===== src/sv/wsfm_pkg.sv =====
// Shared types and constants for the masked WebSocket client framer.
// No dependencies; used by every module of the block.
package wsfm_pkg;

    localparam int unsigned S_TDATA_W = 112;
    localparam int unsigned M_TDATA_W = 8;

    localparam logic CMD_START = 1'b0;
    localparam logic CMD_DATA  = 1'b1;

    localparam logic [7:0] HDR_FIN      = 8'h80;
    localparam logic [7:0] HDR_MASK_BIT = 8'h80;
    localparam logic [3:0] NIBBLE_MASK  = 4'hf;
    localparam logic [6:0] LEN_CODE_16  = 7'd126;
    localparam logic [6:0] LEN_CODE_64  = 7'd127;
    localparam logic [6:0] LEN_CODE_MAX = 7'h7f;
    localparam logic [62:0] LEN_SHORT_MAX = 63'd125;

    localparam logic [3:0] EXT_BYTES_SHORT = 4'd0;
    localparam logic [3:0] EXT_BYTES_MID   = 4'd2;
    localparam logic [3:0] EXT_BYTES_LONG  = 4'd8;

    typedef enum logic [1:0] {
        JOB_ERROR  = 2'd0,
        JOB_HEADER = 2'd1,
        JOB_DATA   = 2'd2
    } job_kind_t;

    typedef enum logic [1:0] {
        LEN_SHORT = 2'd0,
        LEN_MID   = 2'd1,
        LEN_LONG  = 2'd2
    } len_class_t;

    typedef struct packed {
        job_kind_t   kind;
        len_class_t  lclass;
        logic [3:0]  opcode;
        logic [62:0] length;
        logic [31:0] key;
        logic [7:0]  data;
        logic        last;
    } job_t;

endpackage


===== src/sv/wsfm_front.sv =====
// Front end: accepts input words, tracks frame state, classifies each word
// into a job for the back end. Depends on wsfm_pkg.
module wsfm_front (
    input  logic                              aclk,
    input  logic                              aresetn,
    input  logic                              s_tvalid,
    output logic                              s_tready,
    input  logic [wsfm_pkg::S_TDATA_W-1:0]    s_tdata,  // opcode, length, key, data byte
    input  logic [0:0]                        s_tuser,  // command
    input  logic                              q_full,
    output logic                              q_push,
    output wsfm_pkg::job_t                    q_job
);

    logic [62:0] rem_reg, rem_next;
    logic [31:0] held_key_reg, held_key_next;
    logic [1:0]  key_index_reg, key_index_next;
    logic        frame_open_reg, frame_open_next;

    logic        cmd;
    logic [3:0]  opc;
    logic [62:0] len;
    logic [31:0] key;
    logic [7:0]  data;
    logic [7:0]  cur_key_byte;
    logic [62:0] rem_dec;

    assign s_tready = !q_full;
    assign q_push   = s_tvalid && !q_full;

    always_comb begin
        cmd  = s_tuser[0];
        opc  = s_tdata[3:0] & wsfm_pkg::NIBBLE_MASK;
        len  = s_tdata[66:4];
        key  = s_tdata[98:67];
        data = s_tdata[106:99];
        cur_key_byte = held_key_reg[{~key_index_reg, 3'b000} +: 8];
        rem_dec = rem_reg - 63'd1;

        rem_next        = rem_reg;
        held_key_next   = held_key_reg;
        key_index_next  = key_index_reg;
        frame_open_next = frame_open_reg;

        q_job.kind   = wsfm_pkg::JOB_ERROR;
        q_job.lclass = wsfm_pkg::LEN_SHORT;
        q_job.opcode = opc;
        q_job.length = len;
        q_job.key    = key;
        q_job.data   = data ^ cur_key_byte;
        q_job.last   = (rem_dec == 63'd0);

        if (len[62:16] != 47'd0) begin
            q_job.lclass = wsfm_pkg::LEN_LONG;
        end else if (len > wsfm_pkg::LEN_SHORT_MAX) begin
            q_job.lclass = wsfm_pkg::LEN_MID;
        end

        if (cmd == wsfm_pkg::CMD_START) begin
            if (!frame_open_reg) begin
                q_job.kind = wsfm_pkg::JOB_HEADER;
                if (q_push) begin
                    held_key_next   = key;
                    key_index_next  = 2'd0;
                    rem_next        = len;
                    frame_open_next = (len != 63'd0);
                end
            end
        end else begin
            if (frame_open_reg) begin
                q_job.kind = wsfm_pkg::JOB_DATA;
                if (q_push) begin
                    rem_next        = rem_dec;
                    key_index_next  = key_index_reg + 2'd1;
                    frame_open_next = (rem_dec != 63'd0);
                end
            end
        end
    end

    always_ff @(posedge aclk) begin
        if (!aresetn) begin
            rem_reg        <= '0;
            held_key_reg   <= '0;
            key_index_reg  <= '0;
            frame_open_reg <= 1'b0;
        end else begin
            rem_reg        <= rem_next;
            held_key_reg   <= held_key_next;
            key_index_reg  <= key_index_next;
            frame_open_reg <= frame_open_next;
        end
    end

    a_open_tracks_count: assert property (@(posedge aclk) disable iff (!aresetn)
        frame_open_reg == (rem_reg != 63'd0))
        else $error("frame open flag disagrees with remaining count");

endmodule


===== src/sv/wsfm_queue.sv =====
// Short job queue between front and back ends.
// Depends on wsfm_pkg for the job type.
module wsfm_queue #(
    parameter int unsigned DEPTH = 4
) (
    input  logic           aclk,
    input  logic           aresetn,
    input  logic           push,
    input  wsfm_pkg::job_t push_job,
    output logic           full,
    input  logic           pop,
    output logic           head_valid,
    output wsfm_pkg::job_t head_job
);

    localparam int unsigned PTR_W = (DEPTH > 1) ? $clog2(DEPTH) : 1;
    localparam int unsigned CNT_W = $clog2(DEPTH + 1);
    localparam logic [PTR_W-1:0] PTR_LAST = PTR_W'(DEPTH - 1);
    localparam logic [CNT_W-1:0] CNT_FULL = CNT_W'(DEPTH);

    wsfm_pkg::job_t store_reg [DEPTH];
    logic [PTR_W-1:0] wr_ptr_reg, wr_ptr_next;
    logic [PTR_W-1:0] rd_ptr_reg, rd_ptr_next;
    logic [CNT_W-1:0] count_reg, count_next;
    logic do_push, do_pop;

    assign full       = (count_reg == CNT_FULL);
    assign head_valid = (count_reg != '0);
    assign head_job   = store_reg[rd_ptr_reg];
    assign do_push    = push && !full;
    assign do_pop     = pop && head_valid;

    always_comb begin
        wr_ptr_next = wr_ptr_reg;
        rd_ptr_next = rd_ptr_reg;
        count_next  = count_reg;
        if (do_push) begin
            wr_ptr_next = (wr_ptr_reg == PTR_LAST) ? '0 : wr_ptr_reg + PTR_W'(1);
        end
        if (do_pop) begin
            rd_ptr_next = (rd_ptr_reg == PTR_LAST) ? '0 : rd_ptr_reg + PTR_W'(1);
        end
        if (do_push && !do_pop) begin
            count_next = count_reg + CNT_W'(1);
        end else if (do_pop && !do_push) begin
            count_next = count_reg - CNT_W'(1);
        end
    end

    always_ff @(posedge aclk) begin
        if (do_push) begin
            store_reg[wr_ptr_reg] <= push_job;
        end
    end

    always_ff @(posedge aclk) begin
        if (!aresetn) begin
            wr_ptr_reg <= '0;
            rd_ptr_reg <= '0;
            count_reg  <= '0;
        end else begin
            wr_ptr_reg <= wr_ptr_next;
            rd_ptr_reg <= rd_ptr_next;
            count_reg  <= count_next;
        end
    end

    a_count_bound: assert property (@(posedge aclk) disable iff (!aresetn)
        count_reg <= CNT_FULL)
        else $error("queue count above depth");

    a_no_push_full: assert property (@(posedge aclk) disable iff (!aresetn)
        full |-> !do_push)
        else $error("queue written while full");

endmodule


===== src/sv/wsfm_back.sv =====
// Back end: expands header jobs into header and key bytes, passes data and
// error jobs, and holds the registered output word. Depends on wsfm_pkg.
module wsfm_back (
    input  logic                              aclk,
    input  logic                              aresetn,
    input  logic                              head_valid,
    input  wsfm_pkg::job_t                    head_job,
    output logic                              pop,
    output logic                              m_tvalid,
    input  logic                              m_tready,
    output logic [wsfm_pkg::M_TDATA_W-1:0]    m_tdata,  // wire byte
    output logic                              m_tlast,
    output logic [0:0]                        m_tuser   // error flag
);

    logic [3:0] pos_reg, pos_next;
    logic       m_tvalid_reg, m_tvalid_next;
    logic [7:0] m_tdata_reg, m_tdata_next;
    logic       m_tlast_reg, m_tlast_next;
    logic       m_tuser_reg, m_tuser_next;

    logic        out_adv;
    logic        step;
    logic [3:0]  n_ext;
    logic [3:0]  last_pos;
    logic [3:0]  ext_idx;
    logic [3:0]  ext_sel;
    logic [3:0]  key_idx;
    logic [6:0]  len_code;
    logic [63:0] len64;
    logic [7:0]  hdr_byte;

    assign out_adv = !m_tvalid_reg || m_tready;
    assign step    = head_valid && out_adv;

    always_comb begin
        case (head_job.lclass)
            wsfm_pkg::LEN_MID: begin
                n_ext    = wsfm_pkg::EXT_BYTES_MID;
                len_code = wsfm_pkg::LEN_CODE_16;
            end
            wsfm_pkg::LEN_LONG: begin
                n_ext    = wsfm_pkg::EXT_BYTES_LONG;
                len_code = wsfm_pkg::LEN_CODE_64;
            end
            default: begin
                n_ext    = wsfm_pkg::EXT_BYTES_SHORT;
                len_code = head_job.length[6:0] & wsfm_pkg::LEN_CODE_MAX;
            end
        endcase
        last_pos = n_ext + 4'd5;
        ext_idx  = pos_reg - 4'd2;
        ext_sel  = n_ext - 4'd1 - ext_idx;
        key_idx  = ext_idx - n_ext;
        len64    = {1'b0, head_job.length};

        if (pos_reg == 4'd0) begin
            hdr_byte = wsfm_pkg::HDR_FIN | {4'h0, head_job.opcode};
        end else if (pos_reg == 4'd1) begin
            hdr_byte = wsfm_pkg::HDR_MASK_BIT | {1'b0, len_code};
        end else if (ext_idx < n_ext) begin
            hdr_byte = len64[{ext_sel[2:0], 3'b000} +: 8];
        end else begin
            hdr_byte = head_job.key[{~key_idx[1:0], 3'b000} +: 8];
        end

        pos_next      = pos_reg;
        pop           = 1'b0;
        m_tvalid_next = m_tvalid_reg && !m_tready;
        m_tdata_next  = m_tdata_reg;
        m_tlast_next  = m_tlast_reg;
        m_tuser_next  = m_tuser_reg;

        if (step) begin
            m_tvalid_next = 1'b1;
            case (head_job.kind)
                wsfm_pkg::JOB_HEADER: begin
                    m_tdata_next = hdr_byte;
                    m_tlast_next = (pos_reg == last_pos) && (head_job.length == 63'd0);
                    m_tuser_next = 1'b0;
                    if (pos_reg == last_pos) begin
                        pop      = 1'b1;
                        pos_next = 4'd0;
                    end else begin
                        pos_next = pos_reg + 4'd1;
                    end
                end
                wsfm_pkg::JOB_DATA: begin
                    m_tdata_next = head_job.data;
                    m_tlast_next = head_job.last;
                    m_tuser_next = 1'b0;
                    pop          = 1'b1;
                end
                default: begin
                    m_tdata_next = 8'h00;
                    m_tlast_next = 1'b0;
                    m_tuser_next = 1'b1;
                    pop          = 1'b1;
                end
            endcase
        end
    end

    always_ff @(posedge aclk) begin
        if (!aresetn) begin
            pos_reg      <= '0;
            m_tvalid_reg <= 1'b0;
        end else begin
            pos_reg      <= pos_next;
            m_tvalid_reg <= m_tvalid_next;
        end
        m_tdata_reg <= m_tdata_next;
        m_tlast_reg <= m_tlast_next;
        m_tuser_reg <= m_tuser_next;
    end

    assign m_tvalid   = m_tvalid_reg;
    assign m_tdata    = m_tdata_reg;
    assign m_tlast    = m_tlast_reg;
    assign m_tuser[0] = m_tuser_reg;

    a_error_word_clean: assert property (@(posedge aclk) disable iff (!aresetn)
        m_tvalid_reg && m_tuser_reg |-> (m_tdata_reg == 8'h00) && !m_tlast_reg)
        else $error("error word carries data or last");

    a_pos_only_in_header: assert property (@(posedge aclk) disable iff (!aresetn)
        pos_reg != 4'd0 |-> head_valid && (head_job.kind == wsfm_pkg::JOB_HEADER))
        else $error("header position set outside a header job");

    a_pos_bound: assert property (@(posedge aclk) disable iff (!aresetn)
        pos_reg <= 4'd13)
        else $error("header position beyond longest header");

endmodule


===== src/sv/websocket_frame_masking_framer.sv =====
// Masked client WebSocket frame encoder, top level.
// Slave channel s_*: tuser[0] is the command (0 start frame, 1 payload byte);
// tdata carries opcode [3:0], payload length [66:4], masking key [98:67] and
// the payload byte [106:99]. Master channel m_*: tdata is the wire byte, tlast
// marks the final byte of a frame, tuser[0] flags a dropped out-of-sequence word.
// A start word yields 6, 8 or 14 output words (header, extended length, key);
// a payload word or a dropped word yields one.
// An input word is registered in the job queue, then in the output register.
// Throughput: one payload byte per cycle while m_tready is high; a start
// occupies the back end until all its header words are out, while the front
// keeps taking words into a QUEUE_DEPTH-entry job queue.
// Reset clears frame state, the queue and the output register; no frame is open.
// When m_tready is low the output word holds, the back end waits and the queue
// fills; s_tready drops only once the queue is full.
// Depends on wsfm_pkg, wsfm_front, wsfm_queue, wsfm_back.
module websocket_frame_masking_framer #(
    parameter int unsigned QUEUE_DEPTH = 4
) (
    input  logic                              aclk,
    input  logic                              aresetn,
    input  logic                              s_tvalid,
    output logic                              s_tready,
    input  logic [wsfm_pkg::S_TDATA_W-1:0]    s_tdata,  // opcode, length, key, data byte
    input  logic [0:0]                        s_tuser,  // command
    output logic                              m_tvalid,
    input  logic                              m_tready,
    output logic [wsfm_pkg::M_TDATA_W-1:0]    m_tdata,  // wire byte
    output logic                              m_tlast,
    output logic [0:0]                        m_tuser   // error flag
);

    logic           q_full;
    logic           q_push;
    wsfm_pkg::job_t q_job;
    logic           q_pop;
    logic           head_valid;
    wsfm_pkg::job_t head_job;

    wsfm_front u_front (
        .aclk     (aclk),
        .aresetn  (aresetn),
        .s_tvalid (s_tvalid),
        .s_tready (s_tready),
        .s_tdata  (s_tdata),
        .s_tuser  (s_tuser),
        .q_full   (q_full),
        .q_push   (q_push),
        .q_job    (q_job)
    );

    wsfm_queue #(
        .DEPTH (QUEUE_DEPTH)
    ) u_queue (
        .aclk       (aclk),
        .aresetn    (aresetn),
        .push       (q_push),
        .push_job   (q_job),
        .full       (q_full),
        .pop        (q_pop),
        .head_valid (head_valid),
        .head_job   (head_job)
    );

    wsfm_back u_back (
        .aclk       (aclk),
        .aresetn    (aresetn),
        .head_valid (head_valid),
        .head_job   (head_job),
        .pop        (q_pop),
        .m_tvalid   (m_tvalid),
        .m_tready   (m_tready),
        .m_tdata    (m_tdata),
        .m_tlast    (m_tlast),
        .m_tuser    (m_tuser)
    );

endmodule


===== config.mk =====
export PLATFORM = sky130hd
export DESIGN_NAME = websocket_frame_masking_framer
export DESIGN_NICKNAME = d
export VERILOG_FILES = /design/src/sv/wsfm_pkg.sv /design/src/sv/wsfm_front.sv /design/src/sv/wsfm_queue.sv /design/src/sv/wsfm_back.sv /design/src/sv/websocket_frame_masking_framer.sv
export SDC_FILE = /design/constraint.sdc
export NUM_CORES = 1
export LEC_CHECK = 0
export BUFFER_PORTS_ARGS = -buffer_cell sky130_fd_sc_hd__buf_2
export CAP_MARGIN = 25
export CORE_UTILIZATION = 66
export CTS_BUF_LIST = sky130_fd_sc_hd__clkbuf_16
export DETAILED_ROUTE_END_ITERATION = 12
export PLACE_DENSITY = 0.88
export SETUP_SLACK_MARGIN = 0.15
export SLEW_MARGIN = 20
export SYNTH_ARGS = -nofsm -noshare
export SYNTH_HDL_FRONTEND = slang
export SYNTH_SLANG_ARGS = --single-unit
export TNS_END_PERCENT = 1

===== constraint.sdc =====
create_clock -name aclk -period 15 [get_ports aclk]
set_input_delay 3.75 -clock aclk [delete_from_list [all_inputs] [get_ports aclk]]
set_output_delay 3.75 -clock aclk [all_outputs]
set_load 0.02 [all_outputs]

# Word-level counts from Yosys, hierarchy flattened
# Memory sizes are Yosys's and may differ from the RTL's. A register that Yosys moved wholly into a read port is not among the register bits.
# Cells that the tools add are included.
[totals] mem_bits_rw=448 mem_count=1 elab_cells=115 register_bits=120
[mem_list] name="u_queue.store_reg" words=4 width=112 rd=1 rd_ports_with_merged_regs=1 wr=1 line="wsfm_queue.sv:21" text="wsfm_pkg::job_t store_reg [DEPTH];"
[op_classes] mux=41 addsub=12 bitwise=5 magnitude_cmp=2 shifts=3 n_reduce_logical=27 eq_ne=12
[ops] cell="63-bit 2-to-1 mux" n=5
[ops] cell="63-bit zero test" n=2
[ops] cell="63-bit nonzero test" n=2
[ops] cell="32-bit by 6-bit variable part select with 8-bit output" n=2
[ops] cell="64-bit by 7-bit variable part select with 8-bit output" n=1
[ops] cell="63-bit by 7-bit > comparator with 1-bit output (second input constant)" n=1
[ops] cell="63-bit by 1-bit subtractor with 63-bit output (second input constant)" n=1
[ops] cell="47-bit nonzero test" n=1
[ops] cell="2-bit 2-to-1 mux" n=12
[ops] cell="8-bit 2-to-1 mux" n=3
[ops] cell="8-bit one-hot mux with 2 select lines" n=1
[ops] cell="1-bit 2-to-1 mux" n=14
[ops] cell="7-bit one-hot mux with 2 select lines" n=1
[ops] cell="2-bit equality test (second input constant)" n=4
[ops] cell="1-bit logical AND" n=8
[ops] cell="4-bit one-hot mux with 2 select lines" n=1
[ops] cell="8-bit bitwise XOR" n=1
[ops] cell="2-bit by 1-bit adder with 2-bit output (second input constant)" n=3
[ops] cell="3-bit 2-to-1 mux" n=2
[ops] cell="3-bit by 1-bit subtractor with 3-bit output (second input constant)" n=2
[ops] cell="1-bit zero test" n=5
[ops] cell="4-bit by 1-bit adder with 4-bit output (second input constant)" n=1
[ops] cell="4-bit by 3-bit adder with 4-bit output (second input constant)" n=1
[ops] cell="2-bit by 1-bit equality test with 1-bit output (second input constant)" n=2
[ops] cell="other kinds (22)" n=26

# Longest topological paths before layout
# Gate-level depths: netlist of the first run.
[depth] ltp_word=11 mapped_depth=18

# Hierarchy
# Synthesis of the first run repeated with hierarchy kept, for this count alone.
[unflattened] cells_unflattened=1863 hier_area_um2=26095.0
[modules_own_cells] mod="wsfm_queue" instances=1 seq_area_each_um2=13633.1 area_each_um2=16721.0 cells_per_inst=636
[modules_own_cells] mod="wsfm_front" instances=1 seq_area_each_um2=1961.9 area_each_um2=7348.3 cells_per_inst=1030
[modules_own_cells] mod="wsfm_back" instances=1 seq_area_each_um2=400.4 area_each_um2=2025.7 cells_per_inst=197

# Worst setup path after synthesis of the first run
# Ideal clock, no wire load.
[synth_timing] path_type="input to register" start="in s_tvalid" end="mem u_queue.store_reg[1][0] (netlist bit) (enable)" path_stages=1 t_arrival_ps=6386 required_ps=14515 setup_slack_ps=8129 path_cell_list="and3_1"
[synth_between] elab_chain_len=4
[synth_rtl] item="from (decl)" line="websocket_frame_masking_framer.sv:21" text="input logic s_tvalid,"
[synth_rtl] item="1-bit logical AND" line="wsfm_front.sv:29" text="assign q_push = s_tvalid && !q_full;"
[synth_rtl] item="1-bit logical AND" line="wsfm_queue.sv:30" text="assign do_push = push && !full;"
[synth_rtl] item="1-bit 2-to-1 mux" line="wsfm_queue.sv:51" text="if (do_push) begin"
[synth_rtl] item="1-bit 2-to-1 mux (implied by the code)" line="wsfm_queue.sv:52" text="store_reg[wr_ptr_reg] <= push_job;"
[synth_rtl] item="to (decl)" line="wsfm_queue.sv:21"
# No other way between the ends.

# Final worst setup path of the first run
[layout_timing] start="in s_tuser" end="reg u_front.rem_reg[4]"
[layout_between] elab_chain_len=2 elab_cells_between_ends=5 classes_between="2 x eq/ne; 1 x mux; 2 x reduce/logical"
[layout_rtl] item="from (decl)" line="websocket_frame_masking_framer.sv:24" text="input logic [0:0] s_tuser,"
[layout_rtl] item="2-bit by 1-bit != test with 1-bit output (no source line), or another cell as far along"
[layout_rtl] item="4-bit AND reduction (no source line)"
[layout_rtl] item="to (signal assigned)" line="wsfm_front.sv:88" text="rem_reg <= rem_next;"
[layout_rtl] item="to (decl)" line="wsfm_front.sv:15" text="logic [62:0] rem_reg, rem_next;"
# Several ways; a longest one is shown, not always the timed one.
# A chain may end at the register's enable or synchronous reset.

==> results of run 1 <==
==> placed cells by master (no fill, tap or decap), types with 18 or more instances in the layout <==
master and instances:
buf_2 123, nand4_1 20, nand2_1 131, and2_1 31, a21boi_0 48, ha_1 19
a21oi_1 69, inv_1 53, nor3_1 51, o21ai_0 65, or3_1 24, o22ai_1 21
clkbuf_16 55, buf_4 21, dfxtp_1 110, edfxtp_1 458, mux2i_1 18, mux4_2 143
nor2b_1 23, nor2_1 72, nor4_1 62
==> how the worst max path moves through the flow <==
stage | to | slack (ps) | depth (start not counted)
after global placement | u_queue.count_reg[2] | 8960 | 11
final | u_front.rem_reg[4] | 9140 | 6
after global routing | u_front.rem_reg[4] | 9040 | 6
after CTS | u_front.rem_reg[4] | 9330 | 6
after floorplan | u_queue.store_reg[1][0] | 8130 | 1
after detailed placement | u_queue.count_reg[2] | 8880 | 11
==> layer usage <==
layer,up-vias,part of all wire
met4,0,0.055
met2,1588,0.46
met5,-,0
li1,6993,-
met3,326,0.13
met1,8326,0.35
==> cell families after synthesis <==
kind of cell               count (synthesis)
and+or+nand+nor                          491
xor gates and xnor gates                  26
adders and majority gates                 20
AOI/OAI and AO/OA                        301
muxes                                    161
buffers and inverters                    141
DFF                                      570
==> power by group through the flow <==
stage | Combinational, µW | Sequential [µW] | Clock (µW)
after floorplan | 822 | 1970 | 0
after global placement | 1130 | 1980 | 0
after detailed placement | 1180 | 1990 | 0
after CTS | 1210 | 1970 | 1460
after global routing | 1310 | 1980 | 1520
final | 1250 | 1970 | 1470
==> critical path, delay by kind of cell <==
kind                   cells  cell delay [ps]
AND/OR/NAND/NOR            1              390
AO/OA/AOI/OAI              3              860
buffers and inverters      2             1260
==> layout make-up <==
class | count | area (µm²) | area share
Sequential cell | 570 | 16000 | 0.572
Timing Repair Buffer | 145 | 793 | 0.0284
Antenna cell | 10 | 25.0 | 0.000895
Tap cell | 504 | 631 | 0.0226
Inverter | 44 | 165 | 0.00591
Clock buffer | 55 | 1380 | 0.0492
Clock inverter | 47 | 514 | 0.0184
Multi-Input combinational cell | 999 | 8450 | 0.302
==> through the flow <==
step	std cells	power [µW]	utilization	area, µm²
final	2374	4680	0.758	28000
after global routing	2374	4800	0.758	28000
after CTS	2362	4640	0.757	27900
after detailed placement	2260	3170	0.705	26000
after global placement	2260	3110	0.705	26000
after floorplan	1710	2790	-	24900
==> metrics.md, run 1 <==
| Metric | Value |
|---|---|
| Status | finished clean |
| Hold_sp | u_back.m_tvalid |
| CTS sink count | 570 |
| Share of cells above drive strength 1 | 0.215 |
| Worst Slack Setup Final | 9140 ps |
| Final ANT Viol Nets | 0 |
| Final hold slack | 486 ps |
| DRT Pass-1 Iters | 6 |
| Core area | 36900 µm² |
| Hold Crit Class | reg2reg |
| Longest Clk Path Bufs | 3 |
| CP max stage cell | buf_4 |
| Net Sw Power | 1470 µW |
| Biggest area consumer among synthesized cells | edfxtp_1 |
| Initial Utilization | 0.676 |
| # Post-CTS Setup Buffers | 0 |
| RSZ-0062 raised after global routing | false |
| Syn avg cell area | 14.6 µm² |
| Met2 Use GR | 0.577 |
| Die Wd | 196 µm |
| Worst setup SP type | input pin |
| Simple logic cell fraction of the synthesized area | 0.102 |
| Clk pin slew, worst setup/hold paths | 60 ps |
| Post-synthesis register bit count | 570 |
| Most common cell in the synthesized netlist | edfxtp_1 |
| Reg2Reg Setup Slack | 9600 ps |
| # fillers | 1988 |
| Final Hold Viols | 0 |
| Endpoint, Worst Hold | u_back.m_tvalid |
| Dpl hpwl | 42.0 mm |
| Sequential fraction of the synthesis area | 0.642 |
| CP Max Fanout | 93 |
| Ports | 129 |
| Hold path cells | 2 |
| Ys flop type | edfxtp_1 |
| Final period utilization | 0.390 |
| Worst setup path startpoint | s_tuser |
| Post-synthesis mux area share | 0.136 |
| DR WL/cell | 29.9 µm |
| Synth cell count leaders | edfxtp_1, mux4_2, nand2_1, dfxtp_1 |
| Element type at the critical path end | flop |
| CP required | 15490 ps |
| Top Usage Layer GRT | met2 |
| Final Skew | 24.3 ps |
| Switching part of the total power | 0.314 |
| Clock root buffer | clkbuf_16 |
| Largest family of logic cells by synthesized area | multiplexers |
| H-tree Lvls | 2 |
| Syn Nets | 1847 |
| Pleak | 0.00928 µW |
| Die area | 38600 µm² |
| Register share of total power | 0.420 |
| GR Layer Usage met3 | 0.0821 |
| Synth area leaders | edfxtp_1, mux4_2, dfxtp_1, nand2_1, nor4_1 |
| Starting DRT DRC Count | 2800 |
| R2R depth | 12 |
| Max-Cap Viols | 0 |
| Antenna violations before repair | 9 |
| Gate power share | 0.267 |
| DRC viols | 0 |
| Power per Cell Area | 168 nW/µm² |
| Vias | 17200 |
| Pin count of the biggest net entering global routing | 111 |
| First-pass GRT wire length | 105 mm |
| Vias in the first global route | 16700 |
| I/O Buffers | 123 |
| Critical setup path kind | in2reg |
| Worst Max-Slew Pin Slew | 1210 ps |
| Vias per cell | 7.26 |
| Pint | 3210 µW |
| Clock Power Share | 0.313 |
| Ys Warns | 0 |
| Adder-cell share of the synthesized area | 0.0103 |
| Finish-stage setup viols | 0 |
| Yosys top cell area share | 0.552 |
| WL final | 71.0 mm |
| Layout Nets | 1951 |
| Post-route minimum period | 5860 ps |
| TritonCTS clock tree | done |
| Post-synthesis xor/xnor area fraction | 0.00913 |
| Gr usage total | 0.373 |
| Critical Path AT | 6350 ps |
| Mapped Cells | 1710 |
| Slew HR | 0.184 |
| Gpl congestion | 0.909 |
| Slew Viols, Final | 0 |
| Area of the mapped netlist | 24900 µm² |
| Total negative slack | 0 ps |
| Complex-gate fraction of the synthesized area | 0.0791 |
| GRT Residual Overflow | 0 |
| Area Growth Syn to Fin | 12.1% |
| Clock latency on the worst-skew pair | 620 ps |
| Pre-CTS setup slack | 8880 ps |
| CTS Buf Count | 54 |
| Post-CTS resize count | 0 |
| Peak Freq | 171 MHz |
| Synth unique cells | 66 |
| CP max stage delay | 720 ps |
| Fraction of registers with async set/reset | 0 |
| EDFF count, synth | 458 |
| Crit-path cells | buf_2 > nor2_1 > o21ai_4 > buf_4 > o21ai_0 > a21boi_0 |
| CTS Hold Bufs | 0 |
| Largest register FFs | 448 |
| # rows | 70 |
| Die Height | 196 µm |
| Met1 Track Usage GR | 0.517 |
| Peak VDD IR | 111 µV |
| R2r endpoint | u_queue.count_reg[2] |
Power figures use the tool's default switching activity.
==> run 2: changes to the inputs <==
- ABC_AREA: default -> 1
- CORE_UTILIZATION: 66 -> 56
- PLACE_DENSITY: 0.88 -> 0.8
- clock period: 15 -> 5.1 ns (I/O delays scaled with it)
==> run 2 against run 1 <==
Register-to-register slack lost 8500 ps; critical path type is now reg2reg; flip-flop and latch count is the same; wire length grew 5.1%; first-iteration DRC count shrank 1.6%; clock power grew to 2.8 times the previous value; sequential share of layout area shrank 1.8 points; core utilization shrank 12 points.
==> metrics.md, run 2 <==
| Metric | Value |
|---|---|
| Layout Nets | 2831 (+45%) |
| CP max stage delay | 700 ps (-20 ps) |
| Critical path's top delay family | compound AO/OA/AOI/OAI gates |
| Syn avg cell area | 9.92 µm² (-32%) |
| Die area | 47200 µm² (+22%) |
| R2R depth | 13 (+1) |
| DRT Pass-1 Iters | 8 (+2) |
| Buf/Inv on CP | 3 (+1) |
| EDFF count, synth | 458 (unchanged) |
| DRT met1 WL | 29.4 mm (+18%) |
| Pleak | 0.0107 µW (+16%) |
| Clock latency on the worst-skew pair | 640 ps (+20 ps) |
| Vias per cell | 6.13 (-16%) |
| Core area | 45500 µm² (+23%) |
| Largest register FFs | 448 (unchanged) |
| Most used cell, CP | o21ai_0 |
| Final Core Density | 0.635 (-0.124) |
| Final Skew | 23.5 ps (-0.824 ps) |
| I/O Buffers | 123 (unchanged) |
| Status | finished clean |
| TritonCTS clock tree | done |
| CP required | 5570 ps (-9920 ps) |
| Sequential fraction of the synthesis area | 0.617 (-0.0246) |
| Share of cells above drive strength 1 | 0.109 (-0.106) |
| Storage cell area | 16000 µm² (about the same) |
| Fin area | 28900 µm² (+3.2%) |
| Die Height | 217 µm (+11%) |
| Slew HR | 0.295 (+0.111) |
| DRC viols | 0 (unchanged) |
| DR WL/cell | 22.3 µm (-26%) |
| Gr usage total | 0.317 (-0.0554) |
| Syn Nets | 2752 (+49%) |
| Vias in the first global route | 19100 (+14%) |
| Ys Warns | 0 (unchanged) |
| Hold_sp | u_front.held_key_reg[25] |
| Peak Freq | 247 MHz |
| # fillers | 3544 (+78%) |
| Placed instance area | 27000 µm² (+3.8%) |
| Commonest non-fill, non-tap cell in the layout | nand2_1 |
| CTS sink count | 570 (unchanged) |
| CTS Hold Bufs | 0 (unchanged) |
| Fraction of registers with async set/reset | 0 (unchanged) |
| Post-CTS resize count | 0 (unchanged) |
| WL met2 | 33.9 mm (+3.1%) |
| Gpl congestion | 0.978 (+7.5%) |
| Hold Crit Class | reg2reg |
| Most common cell in the synthesized netlist | nand2_1 |
| Ports | 129 (unchanged) |
| Most frequent cells in the layout | nand2_1, edfxtp_1, nor2_1 |
| # Post-CTS Setup Buffers | 0 (unchanged) |
| Critical setup path kind | reg2reg |
| CTS Buf Count | 57 (+5.6%) |
| CP Max Fanout | 79 (-15%) |
| Area of the mapped netlist | 25900 µm² (+4.0%) |
| Post-route minimum period | 4050 ps |
| CP max stage cell | xnor2_1 |
| Element type at the critical path end | flop |
| Synth area leaders | edfxtp_1, dfxtp_1, nand2_1, nor2_1, a21oi_1 |
| Top Metal Used | met4 |
| Starting DRT DRC Count | 2754 (-1.6%) |
| Peak VDD IR | 352 µV (+220%) |
| Initial Utilization | 0.570 (-0.106) |
| Worst Max-Slew Pin Slew | 1060 ps (-153 ps) |
| Post-synthesis register bit count | 570 (unchanged) |
| Met3 wire len | 8.33 mm (-11%) |
| # rows | 78 (+11%) |
| Footprint of the multi-input gates | 8740 µm² (+3.4%) |
| Critical Path AT | 4520 ps (-1830 ps) |
| Power per Cell Area | 549 nW/µm² (+230%) |
| Yosys top cell area share | 0.530 (-0.0212) |
| Ys flop type | edfxtp_1 |
| Clock root buffer | clkbuf_16 |
| H-tree Lvls | 2 (unchanged) |
| Crit-path cells | inv_6 > nand2_1 > a32oi_1 > inv_1 > ha_1 > ha_1 > xnor2_1 > inv_1 > o21ai_0 > o21ai_0 > o21ai_0 > nand2_1 > a21oi_1 |
| First-pass GRT wire length | 113 mm (+7.6%) |
| GRT Residual Overflow | 0 (unchanged) |
| Die Wd | 217 µm (+11%) |
| Mapped Cells | 2615 (+53%) |
| Dpl hpwl | 48.8 mm (+16%) |
| Area Growth Syn to Fin | 11.3% |
| Worst setup SP type | flop |
| Final Hold Viols | 0 (unchanged) |
| Vias | 20500 (+19%) |
| Max-Cap Viols | 0 (unchanged) |
| Synth unique cells | 54 (-18%) |
| Final period utilization | 0.794 |
| WL final | 74.6 mm (+5.1%) |
| Slew Viols, Final | 0 (unchanged) |
| Clk pin slew, worst setup/hold paths | 60 ps (about the same) |
| Final ANT Viol Nets | 0 (unchanged) |
| Synth cell count leaders | nand2_1, edfxtp_1, nor2_1, a21oi_1, o21ai_0 |
| Hold path cells | 2 (unchanged) |
| Pin count of the biggest net entering global routing | 113 (+1.8%) |
| Biggest area consumer among synthesized cells | edfxtp_1 |
| Antenna violations before repair | 9 (unchanged) |
| RSZ-0062 raised after global routing | false |
| Finish-stage setup viols | 0 (unchanged) |
| Longest Clk Path Bufs | 3 (unchanged) |
| Critical path depth in cells | 13 (+7) |
==> run 2: final cells by class <==
class	instances	area share
Antenna cell	7	0.000607
Clock buffer	57	0.0494
Clock inverter	50	0.0145
Inverter	161	0.0212
Multi-Input combinational cell	1753	0.303
Sequential cell	570	0.554
Tap cell	600	0.0260
Timing Repair Buffer	151	0.0312
==> run 2: layer usage <==
layer	GRT usage	vias up
met5	0	-
met2	0.485	1175
met3	0.0678	184
met4	0.127	0
li1	-	9370
met1	0.443	9790
==> run 2: report_power, final <==
group | switching [µW] | leakage, µW | internal, µW
Sequential | 279 | 0.00513 | 5640
Clock | 1830 | 0.000936 | 2300
Combinational | 4120 | 0.00467 | 1670
Total | 6220 | 0.0107 | 9610
==> run 2: path summary, 6_finish.rpt <==
kind / to / slack [ps]
setup / recovery: u_back.m_tdata[7] / 1050
hold / removal: u_front.held_key_reg[25] / 450
setup reg to reg: u_back.m_tdata[7] / 1050
hold reg to reg: u_front.held_key_reg[25] / 450
==> run 2: per-stage QoR <==
step	setup TNS [ps]	setup slack, ps	hold WS [ps]	cells	total power (µW)
after floorplan	-745960	-1670	424	2615	9900
after global placement	0	1170	434	3234	11500
after detailed placement	0	1180	442	3235	11600
after CTS	0	1150	450	3342	15700
after global routing	0	737	475	3349	16600
final	0	1050	452	3349	15800
==> run 2: cells by family after synthesis <==
| family | share of synthesized area |
|---|---|
| simple gates | 0.180 |
| compound gates | 0.138 |
| flops | 0.617 |
| buf+inv | 0.0475 |
| xor+xnor | 0.00777 |
| fa+ha+maj | 0.00994 |
==> run 2: worst reg2reg max path, stage by stage, from the launching register on <==
cell     delay, ps
dfxtp_4        460
inv_6          460
nand2_1        140
a32oi_1        250
inv_1           70
ha_1           190
ha_1           200
xnor2_1        700
inv_1          330
o21ai_0        160
o21ai_0        170
o21ai_0        390
nand2_1        200
a21oi_1        170
